<file path="src/pcf1_pkg.sv">
// ----------------------------------------------------------------------------
// pcf1_pkg
// Shared constants and types of the pairwise clustering F1 evaluator.
// ----------------------------------------------------------------------------
package pcf1_pkg;

  localparam int MAX_ITEMS  = 1024;
  localparam int LABEL_BITS = 16;

  localparam int ID_W    = 16;
  localparam int Q_W     = 16;
  localparam int COUNT_W = 19;
  localparam int ADDR_W  = $clog2(MAX_ITEMS);
  localparam int CNT_W   = $clog2(MAX_ITEMS + 1);
  localparam int DEN_W   = COUNT_W + 2;
  localparam int REM_W   = DEN_W + 1;
  localparam int STEP_W  = $clog2(Q_W);

  localparam logic [ID_W-1:0] LABEL_MASK =
    (LABEL_BITS >= ID_W) ? {ID_W{1'b1}} : ID_W'((1 << LABEL_BITS) - 1);
  localparam logic [COUNT_W-1:0] COUNT_MAX = {COUNT_W{1'b1}};
  localparam logic [Q_W-1:0]     Q_ONE     = Q_W'(1 << (Q_W - 1));
  localparam logic [CNT_W-1:0]   CNT_FULL  = CNT_W'(MAX_ITEMS);

  typedef struct packed {
    logic [ID_W-1:0] truth;
    logic [ID_W-1:0] clus;
  } entry_t;

  typedef struct packed {
    logic              wr_en;
    logic [ADDR_W-1:0] wr_addr;
    entry_t            wr_data;
    logic              rd_en;
    logic [ADDR_W-1:0] rd_addr;
  } store_req_t;

  typedef struct packed {
    logic             start;
    logic [DEN_W-1:0] num;
    logic [DEN_W-1:0] den;
  } div_req_t;

  typedef struct packed {
    logic           busy;
    logic           done;
    logic [Q_W-1:0] quot;
  } div_rsp_t;

endpackage

</file>
<file path="src/pcf1_div.sv">
// ----------------------------------------------------------------------------
// pcf1_div
// Restoring divider: floor(num * 2^15 / den), one quotient bit per cycle.
// ----------------------------------------------------------------------------
module pcf1_div (
  input  logic               clk,
  input  logic               rst,
  input  pcf1_pkg::div_req_t req,
  output pcf1_pkg::div_rsp_t rsp
);
  import pcf1_pkg::*;

  typedef enum logic {D_IDLE, D_RUN} dstate_t;

  dstate_t           state;
  logic [REM_W-1:0]  rem;
  logic [REM_W-1:0]  rem_next;
  logic [REM_W-1:0]  trial;
  logic [DEN_W-1:0]  den;
  logic [STEP_W-1:0] step;
  logic [Q_W-1:0]    quot;
  logic              done;
  logic              ge;

  // first step takes the integer bit, later steps shift in a zero
  always_comb begin
    trial    = (step == '0) ? rem : {rem[REM_W-2:0], 1'b0};
    ge       = trial >= {1'b0, den};
    rem_next = ge ? trial - {1'b0, den} : trial;
  end

  always_ff @(posedge clk) begin
    if (rst) begin
      state <= D_IDLE;
      done  <= 1'b0;
      step  <= '0;
    end else begin
      done <= 1'b0;
      unique case (state)
        D_IDLE: begin
          if (req.start) begin
            rem   <= {1'b0, req.num};
            den   <= req.den;
            quot  <= '0;
            step  <= '0;
            state <= D_RUN;
          end
        end
        D_RUN: begin
          rem  <= rem_next;
          quot <= {quot[Q_W-2:0], ge};
          step <= step + STEP_W'(1);
          if (step == STEP_W'(Q_W - 1)) begin
            done  <= 1'b1;
            state <= D_IDLE;
          end
        end
        default: state <= D_IDLE;
      endcase
    end
  end

  assign rsp.busy = (state == D_RUN);
  assign rsp.done = done;
  assign rsp.quot = quot;
endmodule

</file>
<file path="config.mk">
export PLATFORM = sky130hd
export DESIGN_NAME = pcf1_div
export DESIGN_NICKNAME = d
export VERILOG_FILES = /design/src/pcf1_pkg.sv /design/src/pcf1_div.sv
export SDC_FILE = /design/constraint.sdc
export NUM_CORES = 1
export LEC_CHECK = 0
export BUFFER_PORTS_ARGS = -buffer_cell sky130_fd_sc_hd__buf_2
export CAP_MARGIN = 20
export CORE_UTILIZATION = 62
export DETAILED_ROUTE_END_ITERATION = 16
export PLACE_DENSITY = 0.86
export SLEW_MARGIN = 0
export SYNTH_ARGS = -nofsm -noshare
export SYNTH_HDL_FRONTEND = slang
export SYNTH_SLANG_ARGS = --single-unit
</file>
<file path="constraint.sdc">
create_clock -name clk -period 8 [get_ports clk]
set_clock_uncertainty 0.05 [all_clocks]
set_input_delay 0.8 -clock clk [delete_from_list [all_inputs] [get_ports clk]]
set_output_delay 0.8 -clock clk [all_outputs]
set_load 0.01 [all_outputs]
</file>
Word level (Yosys, flattened, before mapping)
Cells that the tools add are included.
Widths: inputs -> output; s select.

cells by class
  add/subtract/negate cells = 2
  $lt $le $gt $ge = 1
  eq/ne operators = 2
  multiplexer cells = 12
  bitwise logic cells = 2
  reductions and logical operators = 4

operators with widths
  cell                 count
  $mux 22              3
  $pmux 22 s2          1
  $pmux 16 s2          1
  $ge 22x21->1         1
  $sub 22x21->22       1
  $mux 16              1
  $pmux 4 s2           1
  $add 4x1->4 const B  1
  $eq 4x4->1 const B   1
  $logic_not 4->1      1
  $mux 4               1
  $mux 1               3
  $reduce_and 3->1     1
  $ne 2x2->1 const B   1
  $not 1->1            2
  $pmux 1 s2           1
  $reduce_and 2->1     1
  $reduce_or 2->1      1

word-level totals
  bits in registers = 65
  bits of input ports = 45
  logic and storage cells = 29

Logic depth before layout (Yosys ltp)
Gate-level depths: netlist of run 1.

  word-level depth = 5
  gate-level depth with buffers = 17

Least setup slack after synthesis of run 1
No wires, ideal clock.

  path kind = reg-to-reg
  from = reg step[0]
  to = reg rem[10], data pin
  arrival = 3.523 ns
  data required time = 7.680 ns
  slack = 4.156 ns
  stages on the path, launching flop included = 16
  cells stage by stage = dfxtp_1 > inv_1 > ha_1 > nor3b_2 > clkbuf_1 > mux2_2 > fa_1 > a211oi_2 > nor3b_1 > o31ai_1 > a311oi_2 > nor2b_1 > buf_6 > buf_6 > mux2i_1 > a21oi_1

between the ends
  longest elaborated chain between the ends = 5
  elaborated cells between the ends (all ways) = 6

RTL lines
  what                                                   RTL line                        text
  from (decl)                                            pcf1_div.sv:20                  logic [STEP_W-1:0] step;
  from (signal assigned)                                 pcf1_div.sv:52                  step <= step + STEP_W'(1);
  $logic_not 4->1 (*)                                    pcf1_div.sv:27                  trial = (step == '0) ? rem : {rem[REM_W-2:0], 1'b0};
  $mux 22 (*)                                            pcf1_div.sv:27
  $sub 22x21->22 / $ge 22x21->1 (equally long branches)  pcf1_div.sv:29, pcf1_div.sv:28
  $mux 22 (*)                                            pcf1_div.sv:29                  rem_next = ge ? trial - {1'b0, den} : trial;
  $pmux 22 s2 (*)                                        pcf1_div.sv:39                  unique case (state)
  to (signal assigned)                                   pcf1_div.sv:42                  rem <= {1'b0, req.num};
  to (signal assigned)                                   pcf1_div.sv:50                  rem <= rem_next;
  to (decl)                                              pcf1_div.sv:16                  logic [REM_W-1:0] rem;

Mark *: on every way between the ends. The rest lies on a longest branch, timed or not.
A chain may end at the register's enable or synchronous reset.

Worst setup path after layout of run 1
  from = reg step[0]
  to = reg rem[0], data pin

The elaborated chain is that of the path after synthesis.

==> results of run 1 <==
-- sequential cells by signal (all words and copies together), names as in the netlist --
name	flops
state	1
quot	16
step	4
done	1
rem	22
den	21
-- routing by layer --
metal	GRT usage	share of wire	vias to the layer above
li1	-	-	1586
met1	0.335	0.45	1513
met4	0.102	0.015	0
met5	0	0	-
met3	0.0475	0.040	13
met2	0.435	0.49	91
-- synth_stat cells (all sizes together), types with 8 or more instances --
cell     n  area, um2
nor3    12       60.1
nor2    36        135
inv     30        113
o21ai   16       80.1
nand2   25       93.8
a21oi   32        160
edfxtp  59       1770
clkbuf  10       37.5
mux2    22        248
ha      23        288
nand3    9       45.0
buf      9       65.1
xor2     8       70.1
mux2i   15        150
and2    16        100
-- cell families after synthesis --
family | after synthesis | synth area share
AO/OA/AOI/OAI | 90 | 0.144
AND/OR/NAND/NOR | 122 | 0.150
XOR/XNOR | 13 | 0.0275
multiplexers | 37 | 0.0961
flip-flops | 65 | 0.457
buffers and inverters | 49 | 0.0520
adder cells (fa/ha/maj) | 24 | 0.0743
-- worst min-delay path by stage --
stage,depth (start not counted),from,endpoint
after floorplan,2,step[3],done
after global placement,2,step[3],done
after detailed placement,2,step[3],done
after CTS,2,step[3],done
after global routing,2,step[3],done
final,2,step[3],done
-- report_power, final --
| group | switching (mW) | internal (mW) |
|---|---|---|
| sequential | 0.00913 | 0.398 |
| clock | 0.126 | 0.110 |
| combinational | 0.164 | 0.123 |
| total | 0.300 | 0.631 |
-- tightest hold or removal path, cell delays in order (launching register included) --
cell and delay, ns:
dfxtp_1 0.35, nand2_1 0.10, nor4_1 0.05
-- final cells by class --
cell class | instances | share of cell area
Multi-Input combinational cell | 286 | 0.438
Sequential cell | 65 | 0.405
Timing Repair Buffer | 67 | 0.0771
Clock buffer | 10 | 0.0273
Inverter | 30 | 0.0241
Tap cell | 77 | 0.0206
Clock inverter | 6 | 0.00749
-- per-stage QoR --
stage	util	std cells	instance area (um2)
6_report	0.732	541	4670
5_1_grt	0.732	541	4670
2_1_floorplan	-	400	4140
3_3_place_gp	0.703	524	4490
3_5_place_dp	0.703	524	4490
4_1_cts	0.729	540	4650
==> results.json, run 1 <==
{
  "dr.pass1.iters": 4,
  "max_stage_delay_ns": 0.60,
  "end_kind": "flop",
  "cp-start-kind": "flop",
  "dp_hpwl_um": 5870,
  "cts_sinks": 65,
  "worst_r2r_endpoint": "rem[0]",
  "yosysSeqAreaShare": 0.457,
  "antenna_left": 0,
  "max_freq_mhz": 215,
  "ys_types": 59,
  "crit_cells": 14,
  "rr_startpoint": "step[0]",
  "slowest_stage": "nor2b_2",
  "antennaDiodeCount": 0,
  "ctsHoldBuffers": 0,
  "ff2ff_setup_slack_ns": 3.34,
  "pre_cts_ws_ns": 3.38,
  "fp.dieH_um": 83.7,
  "die_w_um": 83.7,
  "clockBufferDepth": 2,
  "finalWorstSetupSlack_ns": 3.34,
  "cts_setup_buffers": 0,
  "multi_input_area_mm2": 0.00205,
  "power_density_mw_per_mm2": 199,
  "ctsResizeCount": 0,
  "r2r_cells": 14,
  "synth_area_per_cell_um2": 10.4,
  "hold_class": "reg2reg",
  "place_congestion": 0.920,
  "crit_chain": "inv_1 > ha_1 > nor3b_2 > buf_4 > mux2_2 > fa_1 > a211oi_2 > nor3b_1 > o31ai_1 > a311oi_2 > nor2b_2 > buf_4 > mux2_2 > a21oi_1",
  "mostFrequentLayoutCells": "buf_2, edfxtp_1, nor2_1",
  "grt_max_degree": 63,
  "final.setup.tns_ns": 0,
  "drc": 0,
  "io_buffers": 62,
  "cp.arrival_ns": 4.81,
  "drt_iter0_drc": 189,
  "finalPower_mw": 0.931,
  "period_share": 0.582,
  "vias_per_cell": 5.92,
  "final-seq-area_mm2": 0.00189,
  "yosysWarnings": 0,
  "maxCapViolCount": 0,
  "cts-root-buf": "clkbuf_8",
  "clk_latency_ns": 0.35,
  "path_buf_inv": 3,
  "postSynthCellCount": 400,
  "synthesis.nets": 469,
  "critPathLaunch": "step[0]",
  "cts_tree": "done",
  "num_vias": 3203,
  "layout-drive-gt1-share": 0.252,
  "worstSetupEndpoint": "rem[0]",
  "fillers": 463,
  "track_usage": 0.260,
  "vdd_drop_max_mv": 0.139,
  "syn_to_final_growth_pct": 12.9,
  "antenna_found_initial": 0,
  "num_io_pins": 63,
  "final_common_cell": "buf_2",
  "die_area_mm2": 0.00701,
  "cts_made_buffers": 9,
  "synthFlopType": "edfxtp_1",
  "worst_path_dominant_cell_family": "compound AO/OA/AOI/OAI gates",
  "synth_edf_count": 59,
  "rsz0062_at_grt": "false",
  "worstSetupPathType": "reg2reg",
  "finalCriticalPeriod_ns": 4.66,
  "tightest_slew_ns": 0.703,
  "overflow": 0,
  "required_ns": 8.15,
  "leakagePower_nw": 1.91,
  "clkTransAtPathRegs_ns": 0.07,
  "hold_viol_final": 0,
  "critPathMaxFanout": 22,
  "rows": 29,
  "drv_slew": 0,
  "finish.net_count": 528,
  "grt_pass1_wl_um": 14600,
  "cts_max_level": 3,
  "coreArea_mm2": 0.00639,
  "wl_um": 8460,
  "fin_hold_ws_ns": 0.487,
  "synth_area_mm2": 0.00414,
  "max-slew-margin-rel": 0.529,
  "synth-async-reset-ratio": 0,
  "status": "completed",
  "post_drt_wl_per_cell_um": 15.6,
  "grt_pass1_vias": 3220,
  "ys_ff_latch": 65,
  "start_util": 0.649,
  "setup_viol": 0
}
No activity file was read; power rests on OpenSTA's default activity.
==> run 2: changes to the inputs <==
--- a/config.mk
+++ b/config.mk
@@ -5,11 +5,12 @@
 export SDC_FILE = /design/constraint.sdc
 export NUM_CORES = 1
 export LEC_CHECK = 0
+export ABC_AREA = 1
 export BUFFER_PORTS_ARGS = -buffer_cell sky130_fd_sc_hd__buf_2
 export CAP_MARGIN = 20
-export CORE_UTILIZATION = 62
+export CORE_UTILIZATION = 59
 export DETAILED_ROUTE_END_ITERATION = 16
-export PLACE_DENSITY = 0.86
+export PLACE_DENSITY = 0.82
 export SLEW_MARGIN = 0
 export SYNTH_ARGS = -nofsm -noshare
 export SYNTH_HDL_FRONTEND = slang
==> constraint.sdc (replaced) <==
create_clock -name clk -period 4.4 [get_ports clk]
set_clock_uncertainty 0.05 [all_clocks]
set_input_delay 0.44 -clock clk [delete_from_list [all_inputs] [get_ports clk]]
set_output_delay 0.44 -clock clk [all_outputs]
set_load 0.01 [all_outputs]
==> results.json, run 2 <==
{
  "status": "completed",
  "p_sw_mw": 0.717,
  "p_clk_frac": 0.276,
  "track_usage": 0.291,
  "synth_area_leaders": "edfxtp_1, nand2_1, inv_1",
  "switching_share": 0.367,
  "die_area_mm2": 0.00816,
  "cts_setup_buffers": 0,
  "critPathMaxFanout": 41,
  "setup_viol": 0,
  "clkTransAtPathRegs_ns": 0.08,
  "drc": 0,
  "finish.net_count": 768,
  "antenna_left": 0,
  "clockBufferDepth": 2,
  "ys_ff_latch": 65,
  "max_freq_mhz": 270,
  "synth_area_per_cell_um2": 7.21,
  "period_share": 0.841,
  "antennaDiodeCount": 0,
  "num_io_pins": 63,
  "power_density_mw_per_mm2": 374,
  "maxCapViolCount": 0,
  "grt_pass1_vias": 3980,
  "wl_um": 11500,
  "synth_compound_area_frac": 0.0565,
  "rows": 31,
  "place_congestion": 0.963,
  "yosysTopAreaCellShare": 0.385,
  "end_kind": "flop",
  "coreArea_mm2": 0.00741,
  "yosysSeqAreaShare": 0.411,
  "start_util": 0.622,
  "fp.dieH_um": 90.4,
  "synthAdderAreaFrac": 0.0668,
  "seqPwrFrac": 0.381,
  "netlist_top_cells_count": "nand2_1, inv_1, edfxtp_1",
  "synth-async-reset-ratio": 0,
  "cp-start-kind": "flop",
  "yosysMostFrequentCell": "nand2_1",
  "hold_viol_final": 0,
  "ctsHoldBuffers": 0,
  "syn_to_final_growth_pct": 13.3,
  "grt_max_degree": 42,
  "synthFlopType": "edfxtp_1",
  "yosysWarnings": 0,
  "finalPower_mw": 1.95,
  "final.setup.tns_ns": 0,
  "cts_max_level": 3,
  "largest_register_ffs": 22,
  "postSynthCellCount": 639,
  "fillers": 631,
  "leakagePower_nw": 2.73,
  "synthesis.nets": 708,
  "cts_sinks": 65,
  "tightest_slew_ns": 0.719,
  "cts_made_buffers": 9,
  "drv_slew": 0,
  "pwr-share-comb": 0.343,
  "post_drt_wl_per_cell_um": 14.3,
  "synthMuxAreaShare": 0,
  "p_int_mw": 1.24,
  "fin_hold_ws_ns": 0.204,
  "final-seq-area_mm2": 0.00189,
  "final_common_cell": "nand2_1",
  "layout-drive-gt1-share": 0.141,
  "grt_pass1_wl_um": 18400,
  "antenna_found_initial": 0,
  "yosys.area_share.simple": 0.324,
  "dp_hpwl_um": 8520,
  "vdd_drop_max_mv": 0.274,
  "overflow": 0,
  "synth_xor_area_frac": 0.0171,
  "cts-root-buf": "clkbuf_8",
  "drt_iter0_drc": 286,
  "synth_top_area_cell": "edfxtp_1",
  "synth_area_mm2": 0.00461,
  "num_vias": 4263,
  "reg_top3": "rem: 22 flops, den: 21 flops, quot: 16 flops",
  "finalCriticalPeriod_ns": 3.70,
  "hold_class": "in2reg",
  "worstSetupPathType": "reg2reg",
  "ys_types": 31,
  "synth_top_family_by_area": "simple AND/OR/NAND/NOR gates",
  "vias_per_cell": 5.31,
  "die_w_um": 90.4,
  "mostFrequentLayoutCells": "nand2_1, inv_1, buf_2",
  "synth_edf_count": 59,
  "dr.pass1.iters": 4,
  "rsz0062_at_grt": "false",
  "cts_tree": "done",
  "multi_input_area_mm2": 0.00215,
  "clk_latency_ns": 0.36,
  "regMostFlops": "rem",
  "max-slew-margin-rel": 0.518,
  "required_ns": 4.46,
  "io_buffers": 62,
  "ctsResizeCount": 0,
  "cp.arrival_ns": 3.77
}
-- run 2: changes by cell type after synthesis, sizes merged, moves of 8 or more --
cell,before,now
nand3b,0,17
nand3,9,40
mux2,22,0
nand2,25,234
mux2i,15,0
inv,30,122
a21oi,32,24
and2,16,0
-- run 2: per-layer routing --
layer	share of wire	global-route usage	vias up	wire, um
met5	0	0	-	0
met4	0.039	0.156	0	447
met3	0.051	0.0421	34	587
met2	0.47	0.478	157	5400
met1	0.44	0.371	1934	5060
li1	-	-	2138	-
-- run 2: power by group through the flow --
stage | combinational (mW) | sequential [mW] | clock, mW
5_1_grt | 0.748 | 0.749 | 0.566
3_3_place_gp | 0.635 | 0.757 | 0
3_5_place_dp | 0.649 | 0.758 | 0
2_1_floorplan | 0.489 | 0.756 | 0
6_report | 0.670 | 0.744 | 0.539
4_1_cts | 0.654 | 0.745 | 0.542
-- run 2: final timing paths --
| kind | depth (start not counted) | start | slack, ns | endpoint |
|---|---|---|---|---|
| max | 16 | step[0] | 0.70 | rem[3] |
| min | 1 | req[1] | 0.20 | den[1] |
| min reg2reg | 2 | step[1] | 0.46 | step[1] |
| max reg2reg | 16 | step[0] | 0.70 | rem[3] |
-- run 2: metrics by stage --
| step | utilization | std cells | setup slack [ns] | instance area [um2] |
|---|---|---|---|---|
| 5_1_grt | 0.704 | 803 | 0.422 | 5220 |
| 2_1_floorplan | - | 639 | 1.59 | 4610 |
| 4_1_cts | 0.698 | 801 | 0.797 | 5170 |
| 3_5_place_dp | 0.670 | 785 | 0.843 | 4970 |
| 3_3_place_gp | 0.670 | 785 | 1.01 | 4970 |
| 6_report | 0.704 | 803 | 0.699 | 5220 |
-- run 2: worst max-delay path, cell delays in order (launching register included) --
cell      delay, ns
dfxtp_1        0.32
inv_1          0.12
ha_1           0.24
nand2_2        0.41
o21ai_0        0.56
ha_1           0.38
nand2_1        0.18
inv_2          0.05
nand2_1        0.12
inv_1          0.05
a21oi_1        0.19
nand2_1        0.12
nand2_1        0.10
buf_4          0.25
nand3b_1       0.12
nand3_1        0.12
nand2_1        0.06
-- run 2: kinds of logic (layout without fill, tap and decap cells) --
| logic type | count (synthesis) | count (layout) |
|---|---|---|
| simple gates | 349 | 349 |
| buf+inv | 142 | 207 |
| flops | 65 | 65 |
| compound gates | 50 | 50 |
| fa+ha+maj | 24 | 24 |
| xor+xnor | 9 | 9 |
-- run 2: layout make-up --
type	count	share of cell area
multi-input cells	432	0.412
clock inverters	4	0.00527
well taps	99	0.0237
flip-flops and latches	65	0.363
clock buffers	12	0.0340
repair buffers	68	0.0743
inverters	123	0.0885
